--- config.mk ---
export PLATFORM = sky130hd
export DESIGN_NAME = text_terminal_scroll_cursor_unit
export DESIGN_NICKNAME = d
export VERILOG_FILES = /design/src/tscu_pkg.sv /design/src/tscu_cursor.sv /design/src/text_terminal_scroll_cursor_unit.sv
export SDC_FILE = /design/constraint.sdc
export NUM_CORES = 1
export LEC_CHECK = 0
export ABC_AREA = 1
export BUFFER_PORTS_ARGS = -buffer_cell sky130_fd_sc_hd__buf_2
export CAP_MARGIN = 30
export CORE_MARGIN = 10
export CORE_UTILIZATION = 57
export CTS_BUF_LIST = sky130_fd_sc_hd__clkbuf_8 sky130_fd_sc_hd__clkbuf_16
export CTS_CLUSTER_SIZE = 10
export DETAILED_ROUTE_END_ITERATION = 10
export PLACE_DENSITY = 0.9
export SLEW_MARGIN = 0
export SYNTH_ARGS = -nofsm -noshare
export SYNTH_HDL_FRONTEND = slang
export SYNTH_HIERARCHICAL = 1
export SYNTH_SLANG_ARGS = --single-unit
--- constraint.sdc ---
create_clock -name clk -period 6.62 [get_ports clk]
set_input_delay 0.662 -clock clk [delete_from_list [all_inputs] [get_ports clk]]
set_output_delay 0.662 -clock clk [all_outputs]
set_load 0.02 [all_outputs]
--- src/tscu_pkg.sv ---
// Shared constants, codes and types of the terminal cursor unit.
package tscu_pkg;

	localparam int unsigned SCREEN_W = 640;
	localparam int unsigned SCREEN_H = 480;
	localparam int unsigned GLYPH_W  = 8;
	localparam int unsigned COLS     = SCREEN_W / GLYPH_W;

	localparam int unsigned CODE_W  = 8;
	localparam int unsigned COL_W   = 7;
	localparam int unsigned LINE_W  = 9;
	localparam int unsigned X_W     = 10;
	localparam int unsigned KIND_W  = 2;
	localparam int unsigned PROD_W  = 2 * LINE_W;
	localparam int unsigned TDATA_W = 56;

	localparam logic [CODE_W-1:0] CHAR_CR    = 8'd13;
	localparam logic [CODE_W-1:0] CHAR_LF    = 8'd10;
	localparam logic [CODE_W-1:0] CHAR_FIRST = 8'd32;
	localparam logic [CODE_W-1:0] CHAR_LAST  = 8'd126;

	localparam logic [LINE_W-1:0] HEIGHT_RESET = 9'd16;
	localparam logic [LINE_W-1:0] SCREEN_H_L   = 9'(SCREEN_H);
	localparam logic [COL_W-1:0]  COLS_C       = 7'(COLS);

	// x mod 480: 480 = 32 * 15, so q = ((x >> 5) * 8739) >> 17 is exact for x < 2^18
	localparam logic [13:0] DIV15_MULT  = 14'd8739;
	localparam int unsigned DIV15_SHIFT = 17;

	typedef enum logic [KIND_W-1:0] {
		KIND_GLYPH  = 2'd0,
		KIND_SCROLL = 2'd1,
		KIND_CLEAR  = 2'd2
	} kind_t;

	typedef enum logic {
		OP_PUT  = 1'b0,
		OP_INIT = 1'b1
	} op_t;

	// Cursor snapshot taken when an item is accepted
	typedef struct packed {
		logic              has_a;    // scroll or clear-screen result
		logic              is_init;
		logic              has_g;    // glyph result
		logic [CODE_W-1:0] code;
		logic [COL_W-1:0]  col;
		logic [LINE_W-1:0] row;
		logic [LINE_W-1:0] height;
		logic [LINE_W-1:0] base;
		logic [LINE_W-1:0] bottom;
	} cur_snap_t;

endpackage

--- src/tscu_cursor.sv ---
// Cursor and scroll state tracker of the terminal cursor unit.
module tscu_cursor import tscu_pkg::*; (
	input  logic              clk,
	input  logic              arst_n,
	input  logic              accept,
	input  logic              opcode,
	input  logic [CODE_W-1:0] char_code,
	input  logic [LINE_W-1:0] height,
	output cur_snap_t         snap
);

	logic [COL_W-1:0]  col_q;
	logic [LINE_W-1:0] row_q;
	logic [LINE_W-1:0] base_q;
	logic [LINE_W-1:0] hinit_q;   // glyph height latched at init
	logic [LINE_W-1:0] rowext_q;  // (row + 1) * hinit

	logic              is_init;
	logic              is_nl;
	logic              wrap;
	logic              scroll_hit;
	logic              print;
	logic [LINE_W:0]   ext_sum;
	logic [LINE_W:0]   base_sum;
	logic [LINE_W-1:0] base_adv;
	logic [COL_W-1:0]  col_mid;
	logic [COL_W-1:0]  col_n;
	logic [LINE_W-1:0] row_n;
	logic [LINE_W-1:0] rowext_n;
	logic [LINE_W-1:0] base_n;

	always_comb begin
		is_init    = (opcode == OP_INIT);
		is_nl      = (char_code == CHAR_CR) || (char_code == CHAR_LF);
		wrap       = is_nl || (col_q >= COLS_C);
		ext_sum    = {1'b0, rowext_q} + {1'b0, hinit_q};
		// next row would fall below the bottom row
		scroll_hit = wrap && (ext_sum > {1'b0, SCREEN_H_L});
		base_sum   = {1'b0, base_q} + {1'b0, height};
		base_adv   = (base_sum >= {1'b0, SCREEN_H_L}) ?
			LINE_W'(base_sum - {1'b0, SCREEN_H_L}) : base_sum[LINE_W-1:0];
		print      = !is_nl && (char_code >= CHAR_FIRST) && (char_code <= CHAR_LAST);
		col_mid    = wrap ? '0 : col_q;
		col_n      = print ? col_mid + 7'd1 : col_mid;
		row_n      = (wrap && !scroll_hit) ? row_q + 9'd1 : row_q;
		rowext_n   = (wrap && !scroll_hit) ? ext_sum[LINE_W-1:0] : rowext_q;
		base_n     = scroll_hit ? base_adv : base_q;

		snap.has_a   = is_init || scroll_hit;
		snap.is_init = is_init;
		snap.has_g   = !is_init && print;
		snap.code    = char_code;
		snap.col     = col_mid;
		snap.row     = row_n;
		snap.height  = height;
		snap.base    = is_init ? '0 : base_n;
		snap.bottom  = rowext_q - hinit_q;
	end

	always_ff @(posedge clk or negedge arst_n) begin
		if (!arst_n) begin
			col_q    <= '0;
			row_q    <= '0;
			base_q   <= '0;
			hinit_q  <= HEIGHT_RESET;
			rowext_q <= HEIGHT_RESET;
		end else if (accept) begin
			if (is_init) begin
				col_q    <= '0;
				row_q    <= '0;
				base_q   <= '0;
				hinit_q  <= height;
				rowext_q <= height;
			end else begin
				col_q    <= col_n;
				row_q    <= row_n;
				base_q   <= base_n;
				rowext_q <= rowext_n;
			end
		end
	end

endmodule

--- src/text_terminal_scroll_cursor_unit.sv ---
// Top level of the text terminal cursor unit with hardware scroll.
//
//  channel  dir  handshake          payload
//  s_       in   s_tvalid/s_tready  s_tdata: char_code; s_tuser: opcode
//  m_       out  m_tvalid/m_tready  m_tdata: draw/scroll/clear fields; m_tuser: kind; m_tlast
//  cfg_     in   cfg_we             cfg_wdata: glyph height
//
// One item is accepted per cycle while s_tready is high; the cursor state is updated in the accepting cycle.
// The result is registered through stages s1 to s5 (row * height, mod-480 reduction),
// and m_tvalid is driven by the valid of the last stage.
// An item giving scroll plus glyph holds the output stage until both results are taken,
// so the sustained rate is set by the single output register.
// arst_n clears cursor, scroll base and stage valids; glyph height resets to 16.
// A stalled m_tready backs up the stages; s_tready drops only when all are full.
module text_terminal_scroll_cursor_unit import tscu_pkg::*; (
	input  logic               clk,
	input  logic               arst_n,
	input  logic               s_tvalid,
	output logic               s_tready,
	input  logic [CODE_W-1:0]  s_tdata,   // [7:0] char_code
	input  logic               s_tuser,   // [0] opcode
	output logic               m_tvalid,
	input  logic               m_tready,
	output logic [TDATA_W-1:0] m_tdata,   // [7:0] glyph_code, [17:8] pos_x, [26:18] pos_y,
	                                      // [35:27] scroll_offset, [44:36] clear_y,
	                                      // [53:45] clear_height, [55:54] zero
	output logic [KIND_W-1:0]  m_tuser,   // [1:0] kind
	output logic               m_tlast,
	input  logic               cfg_we,
	input  logic [LINE_W-1:0]  cfg_wdata
);

	// Per-result payload carried down the stages
	typedef struct packed {
		logic              has_a;
		logic              is_init;
		logic              has_g;
		logic [CODE_W-1:0] code;
		logic [X_W-1:0]    px;
		logic [LINE_W-1:0] base;
		logic [LINE_W-1:0] cy;
		logic [LINE_W-1:0] height;
	} res_t;

	logic [LINE_W-1:0] glyph_height_q;
	logic [LINE_W-1:0] h_eff;
	logic              accept;
	cur_snap_t         snap;

	cur_snap_t         snap_s1;
	res_t              res_s2, res_s3, res_s4, res_s5;
	logic [PROD_W-1:0] prod_s2, prod_s3;
	logic [26:0]       qm_s3;
	logic [LINE_W-1:0] r_s4;
	logic [LINE_W-1:0] py_s5;
	logic              v_s1, v_s2, v_s3, v_s4, v_s5;
	logic              a_pend_q;
	logic              en1, en2, en3, en4, en5;
	logic              out_last;
	logic              out_done;

	// stage 1 logic
	logic [LINE_W:0]   cy_sum;
	res_t              res_n2;
	logic [PROD_W-1:0] prod_n2;
	// stage 2..4 logic
	logic [26:0]       qm_n3;
	logic [LINE_W-1:0] q_n4;
	logic [PROD_W-1:0] r_full;
	logic [LINE_W:0]   py_sum;
	logic [LINE_W-1:0] py_n5;
	// output fields
	kind_t             kind_o;
	logic [CODE_W-1:0] code_o;
	logic [X_W-1:0]    px_o;
	logic [LINE_W-1:0] py_o, so_o, cy_o, ch_o;

	// Configuration register; the user must write it only while idle, the block does not enforce this
	always_ff @(posedge clk or negedge arst_n) begin
		if (!arst_n) begin
			glyph_height_q <= HEIGHT_RESET;
		end else if (cfg_we) begin
			glyph_height_q <= cfg_wdata;
		end
	end

	// Zero acts as one, anything above the screen height acts as the screen height
	always_comb begin
		if (glyph_height_q == '0) begin
			h_eff = 9'd1;
		end else if (glyph_height_q > SCREEN_H_L) begin
			h_eff = SCREEN_H_L;
		end else begin
			h_eff = glyph_height_q;
		end
	end

	// Stall chain: a stage loads when it is empty or its content moves on
	always_comb begin
		out_last = !(a_pend_q && res_s5.has_g);
		out_done = v_s5 && m_tready && out_last;
		en5      = !v_s5 || out_done;
		en4      = !v_s4 || en5;
		en3      = !v_s3 || en4;
		en2      = !v_s2 || en3;
		en1      = !v_s1 || en2;
	end

	assign s_tready = en1;
	assign accept   = s_tvalid && s_tready;

	tscu_cursor u_cursor (
		.clk       (clk),
		.arst_n    (arst_n),
		.accept    (accept),
		.opcode    (s_tuser),
		.char_code (s_tdata),
		.height    (h_eff),
		.snap      (snap)
	);

	// Stage 1 -> 2: clear band start, glyph x, row times height
	always_comb begin
		cy_sum         = {1'b0, snap_s1.base} + {1'b0, snap_s1.bottom};
		res_n2.has_a   = snap_s1.has_a;
		res_n2.is_init = snap_s1.is_init;
		res_n2.has_g   = snap_s1.has_g;
		res_n2.code    = snap_s1.code;
		res_n2.px      = X_W'(snap_s1.col) * X_W'(GLYPH_W);
		res_n2.base    = snap_s1.base;
		res_n2.cy      = (cy_sum >= {1'b0, SCREEN_H_L}) ?
			LINE_W'(cy_sum - {1'b0, SCREEN_H_L}) : cy_sum[LINE_W-1:0];
		res_n2.height  = snap_s1.height;
		prod_n2        = PROD_W'(snap_s1.row) * PROD_W'(snap_s1.height);
	end

	// Stages 2..4: reduce row * height mod 480 and add the scroll base
	always_comb begin
		qm_n3  = 27'(prod_s2[PROD_W-1:5]) * 27'(DIV15_MULT);
		q_n4   = qm_s3[DIV15_SHIFT +: LINE_W];
		r_full = prod_s3 - PROD_W'(q_n4) * PROD_W'(SCREEN_H);
		py_sum = {1'b0, res_s4.base} + {1'b0, r_s4};
		py_n5  = (py_sum >= {1'b0, SCREEN_H_L}) ?
			LINE_W'(py_sum - {1'b0, SCREEN_H_L}) : py_sum[LINE_W-1:0];
	end

	// Stage valids and the pending-first-result flag
	always_ff @(posedge clk or negedge arst_n) begin
		if (!arst_n) begin
			v_s1     <= 1'b0;
			v_s2     <= 1'b0;
			v_s3     <= 1'b0;
			v_s4     <= 1'b0;
			v_s5     <= 1'b0;
			a_pend_q <= 1'b0;
		end else begin
			// drop items that cause no result right at the entry
			if (en1) v_s1 <= accept && (snap.has_a || snap.has_g);
			if (en2) v_s2 <= v_s1;
			if (en3) v_s3 <= v_s2;
			if (en4) v_s4 <= v_s3;
			if (en5) begin
				v_s5     <= v_s4;
				a_pend_q <= v_s4 && res_s4.has_a;
			end else if (m_tready) begin
				// first of two results taken, glyph goes next
				a_pend_q <= 1'b0;
			end
		end
	end

	// Payload registers, no reset
	always_ff @(posedge clk) begin
		if (en1 && accept) snap_s1 <= snap;
		if (en2 && v_s1) begin
			res_s2  <= res_n2;
			prod_s2 <= prod_n2;
		end
		if (en3 && v_s2) begin
			res_s3  <= res_s2;
			prod_s3 <= prod_s2;
			qm_s3   <= qm_n3;
		end
		if (en4 && v_s3) begin
			res_s4 <= res_s3;
			r_s4   <= r_full[LINE_W-1:0];
		end
		if (en5 && v_s4) begin
			res_s5 <= res_s4;
			py_s5  <= py_n5;
		end
	end

	// Output select: scroll or clear first, then the glyph
	always_comb begin
		kind_o = KIND_GLYPH;
		code_o = '0;
		px_o   = '0;
		py_o   = '0;
		so_o   = '0;
		cy_o   = '0;
		ch_o   = '0;
		priority if (a_pend_q && res_s5.is_init) begin
			kind_o = KIND_CLEAR;
			ch_o   = SCREEN_H_L;
		end else if (a_pend_q) begin
			kind_o = KIND_SCROLL;
			so_o   = res_s5.base;
			cy_o   = res_s5.cy;
			ch_o   = res_s5.height;
		end else begin
			kind_o = KIND_GLYPH;
			code_o = res_s5.code;
			px_o   = res_s5.px;
			py_o   = py_s5;
			so_o   = res_s5.base;
		end
	end

	assign m_tvalid = v_s5;
	assign m_tlast  = out_last;
	assign m_tuser  = kind_o;
	assign m_tdata  = {2'b00, ch_o, cy_o, so_o, py_o, px_o, code_o};

endmodule

==> impl_metrics.ini <==
[clock_network]
cts_tree = yes
maximum_number_of_buffers_from_clock_root_to_sink = 3
clock_sink_count = 340
tritoncts.num_buffers = 40
ctsRootBufferMaster = clkbuf_16
clk-insertion-delay-late_ns = 0.54
htreeDepth = 2
cts_resized = 0
cts.reportedPaths.clkPinSlew_ns = 0.06
ctsHoldBuffers = 0
buffers_inserted_during_post_cts_setup_optimization = 0

[sta]
final.period_utilization_pct = 66.5
final_period_minus_worst_setup_slack_ns = 4.40
setup_tns_ns = 0
hold_viol = 0
setup_viol = 0
timing.final.max_slew_violations = 0
worstMarginPinSlew_ns = 0.964
timing.clock.skew_ns = 0.0173
max_slew_margin_pct = 35.5
timing.fmax_ghz = 0.227
hold_ws_ns = 0.309
grt_setup_unrepaired = no

[detailed_routing]
route.antenna.remaining_nets = 0
drt_pre_antenna_iters = 6
avgRoutedWirePerCell_microns = 16.9
totalWireLength_microns = 41400
route.detailed.drc = 0
total_via_count_in_the_routed_design = 13389
initialDrtViolationCount = 1177
post_drt_via_cell_ratio = 5.45

[critical_path]
worstPathCellList = nand2_1 -> fa_1 -> inv_1 -> fa_1 -> inv_1 -> fa_1 -> fa_1 -> inv_1 -> ha_1 -> a21oi_1 -> o21ai_2 -> a21oi_1 -> o21ai_1 -> xor2_1
cell_repeated_most_along_the_worst_path = fa_1
critical-path-top-delay-family = adder cells
worst_setup_path_start_kind = flop
peak_fanout_along_the_critical_path = 10
required_ns = 6.90
cpMaxStageDelayCell = fa_1
crit_buf_inv = 3
cp-end-kind = flop
arrival_ns = 4.68
start_to_end_type_of_the_worst_setup_path = flop to flop
timing.critical_path.slowest_cell_delay_ns = 0.55

[yosys]
synth_edf_count = 282
synthesis.area_per_instance_sq_um = 10.2
netlist_instances = 1915
synth_seq_area_share_pct = 50.9
synth-seq-cells = 340
synthTopCellsByArea = edfxtp_1, ha_1, nand2_1
postSynth.topFlopCell = edfxtp_1
number_of_synthesis_warnings = 6
yosys.cell_types.count = 55
ys_async_sr_fraction_pct = 17.1
yosysTopAreaCellShare_pct = 43.5
netlist.top_cell.by_area = edfxtp_1
syn_area_sq_um = 19500

[die]
fp.coreArea_sq_um = 33600
die_width_microns = 205
fp.dieArea_sq_um = 42000
starting_density_of_the_core_pct = 58.0
boundaryPins = 84
die_y_microns = 205
std_cell_rows = 67

[place]
post-place-cells = 2386
place.detailed.hpwl_microns = 28400
numPortBuffers = 78
gp_routability_congestion = 0.874

[job]
maxCapViolCount = 0

[global_routing]
grt_first_pass_wirelength_microns = 67800
grtUsageTotal_pct = 19.8
grt_max_degree = 59
antenna_found_initial = 0
number_of_global_route_vias_before_repair = 13586
grt.overflow.total = 0

[power_and_ir_drop]
combPwrFrac_pct = 48.4
seq_power_share_pct = 32.0
clockPowerShare_pct = 19.7
power-per-cell-area_nw_per_um2 = 470
cellLeakagePower_nw = 10.4
max-vdd-ir-drop_uv = 306
power.internal_mw = 5.84
sw_frac_of_total_pct = 41.8
total_switching_power_mw = 4.20

[final_layout]
drive_gt1_share_pct = 10.4
final_nets = 2230
final_cells = 2455
number_of_diodes = 0
area.growth.synth_to_final_pct = 9.60

[outcome]
status = finished clean

[min_path]
holdCritPathClass = primary input to async pin
==> flip-flops by register name (all words and copies together), names as in the netlist, 18 cells and up <==
signal   count
res_s2      45
res_s3      45
res_s4      45
res_s5      44
res_n2      29
snap_s1     25
prod_s2     18
==> worst paths after layout <==
kind | startpoint | endpoint | slack, ns | cells past startpoint
setup / recovery | res_n2[2] | prod_s2[14] | 2.22 | 14
hold / removal | arst_n | u_cursor/hinit_q[3] | 0.31 | 2
setup reg to reg | res_n2[2] | prod_s2[14] | 2.22 | 14
hold reg to reg | snap_s1[42] | res_s2[36] | 0.41 | 0
max in group asynchronous | arst_n | a_pend_q | 5.81 | 2
min in group clk | cfg_wdata[3] | glyph_height_q[3] | 0.35 | 3
==> power by group through the flow <==
stage | sequential (mW) | combinational, mW | clock (mW)
floorplan | 3.14 | 3.55 | 0
global placement | 3.21 | 4.32 | 0
detailed placement | 3.24 | 4.59 | 0
CTS | 3.20 | 4.79 | 2.00
global route | 3.24 | 5.45 | 2.09
finish | 3.21 | 4.85 | 1.97
==> Yosys cell counts, drive strengths merged, types with 2 or more instances <==
master / number
o22ai: 7
or2: 5
ha: 152
fa: 75
nand2: 449
clkbuf: 34
a21oi: 51
nor3: 11
mux2: 8
inv: 376
buf: 33
xor2: 28
nand3: 66
a21boi: 4
and3: 2
and2: 2
dfstp: 3
xnor2: 17
nand4: 18
a21o: 5
edfxtp: 282
nand3b: 14
o21bai: 2
o21ai: 65
dfrtp: 55
clkinv: 2
nor2: 140
==> final cells by class <==
class,instances,area [sq um]
fill,2332,12300
clock buffer,42,1030
timing repair buffer,86,463
tap,448,561
multi-input combinational,1134,7790
clock inverter,27,166
inverter,378,1420
sequential,340,9920
==> worst reg2reg max path, delay by kind of cell (launching register included) <==
kind / cells / cell delay (ns)
compound gates: 4 / 0.74
buf+inv: 3 / 0.15
flops: 1 / 0.54
fa+ha+maj: 5 / 2.43
simple gates: 1 / 0.15
xor+xnor: 1 / 0.15
==> placed cells by master (no fill, tap or decap), drive strengths merged, types with 2 or more instances in the layout <==
cell type	Yosys	routed
a21boi	4	4
a21o	5	5
a21oi	51	51
and2	2	2
and3	2	2
buf	33	86
clkbuf	34	42
clkinv	2	6
conb	1	5
dfrtp	55	55
dfstp	3	3
edfxtp	282	282
fa	75	75
ha	152	152
inv	376	399
mux2	8	8
nand2	449	449
nand3	66	66
nand3b	14	14
nand4	18	18
nor2	140	140
nor3	11	11
o21ai	65	65
o21bai	2	2
o22ai	7	7
or2	5	5
xnor2	17	17
xor2	28	28
==> layer usage <==
layer | global-route usage, % | vias up | wire (microns) | share of wire (%)
li1 | - | 6214 | - | -
met1 | 24.1 | 6359 | 16500 | 40
met2 | 34.1 | 660 | 20100 | 48
met3 | 3.59 | 156 | 3110 | 7.5
met4 | 8.53 | 0 | 1720 | 4.2
met5 | 0 | - | 0 | 0
==> cell families (layout without fill, tap and decap cells) <==
| group | count (synthesis) | after routing | synth area share (%) |
|---|---|---|---|
| AO/OA/AOI/OAI | 141 | 141 | 4.43 |
| XOR/XNOR | 45 | 45 | 2.02 |
| adder cells (fa/ha/maj) | 227 | 227 | 17.5 |
| buffers and inverters | 445 | 533 | 9.29 |
| flip-flops | 340 | 340 | 50.9 |
| multiplexers | 8 | 8 | 0.462 |
| other | 1 | 5 | 0.0192 |
| AND/OR/NAND/NOR | 708 | 708 | 15.4 |
==> per-stage QoR <==
step	setup slack [ns]	total power, mW	utilization (%)	area, sq um
final	2.22	10.0	63.5	21400
after global routing	1.93	10.8	63.5	21400
after detailed placement	2.28	7.83	60.0	20200
after global placement	2.38	7.53	59.9	20100
after floorplan	1.39	6.69	-	19500
after CTS	2.26	10.0	63.5	21400
No activity file was read; power rests on OpenSTA's default activity.
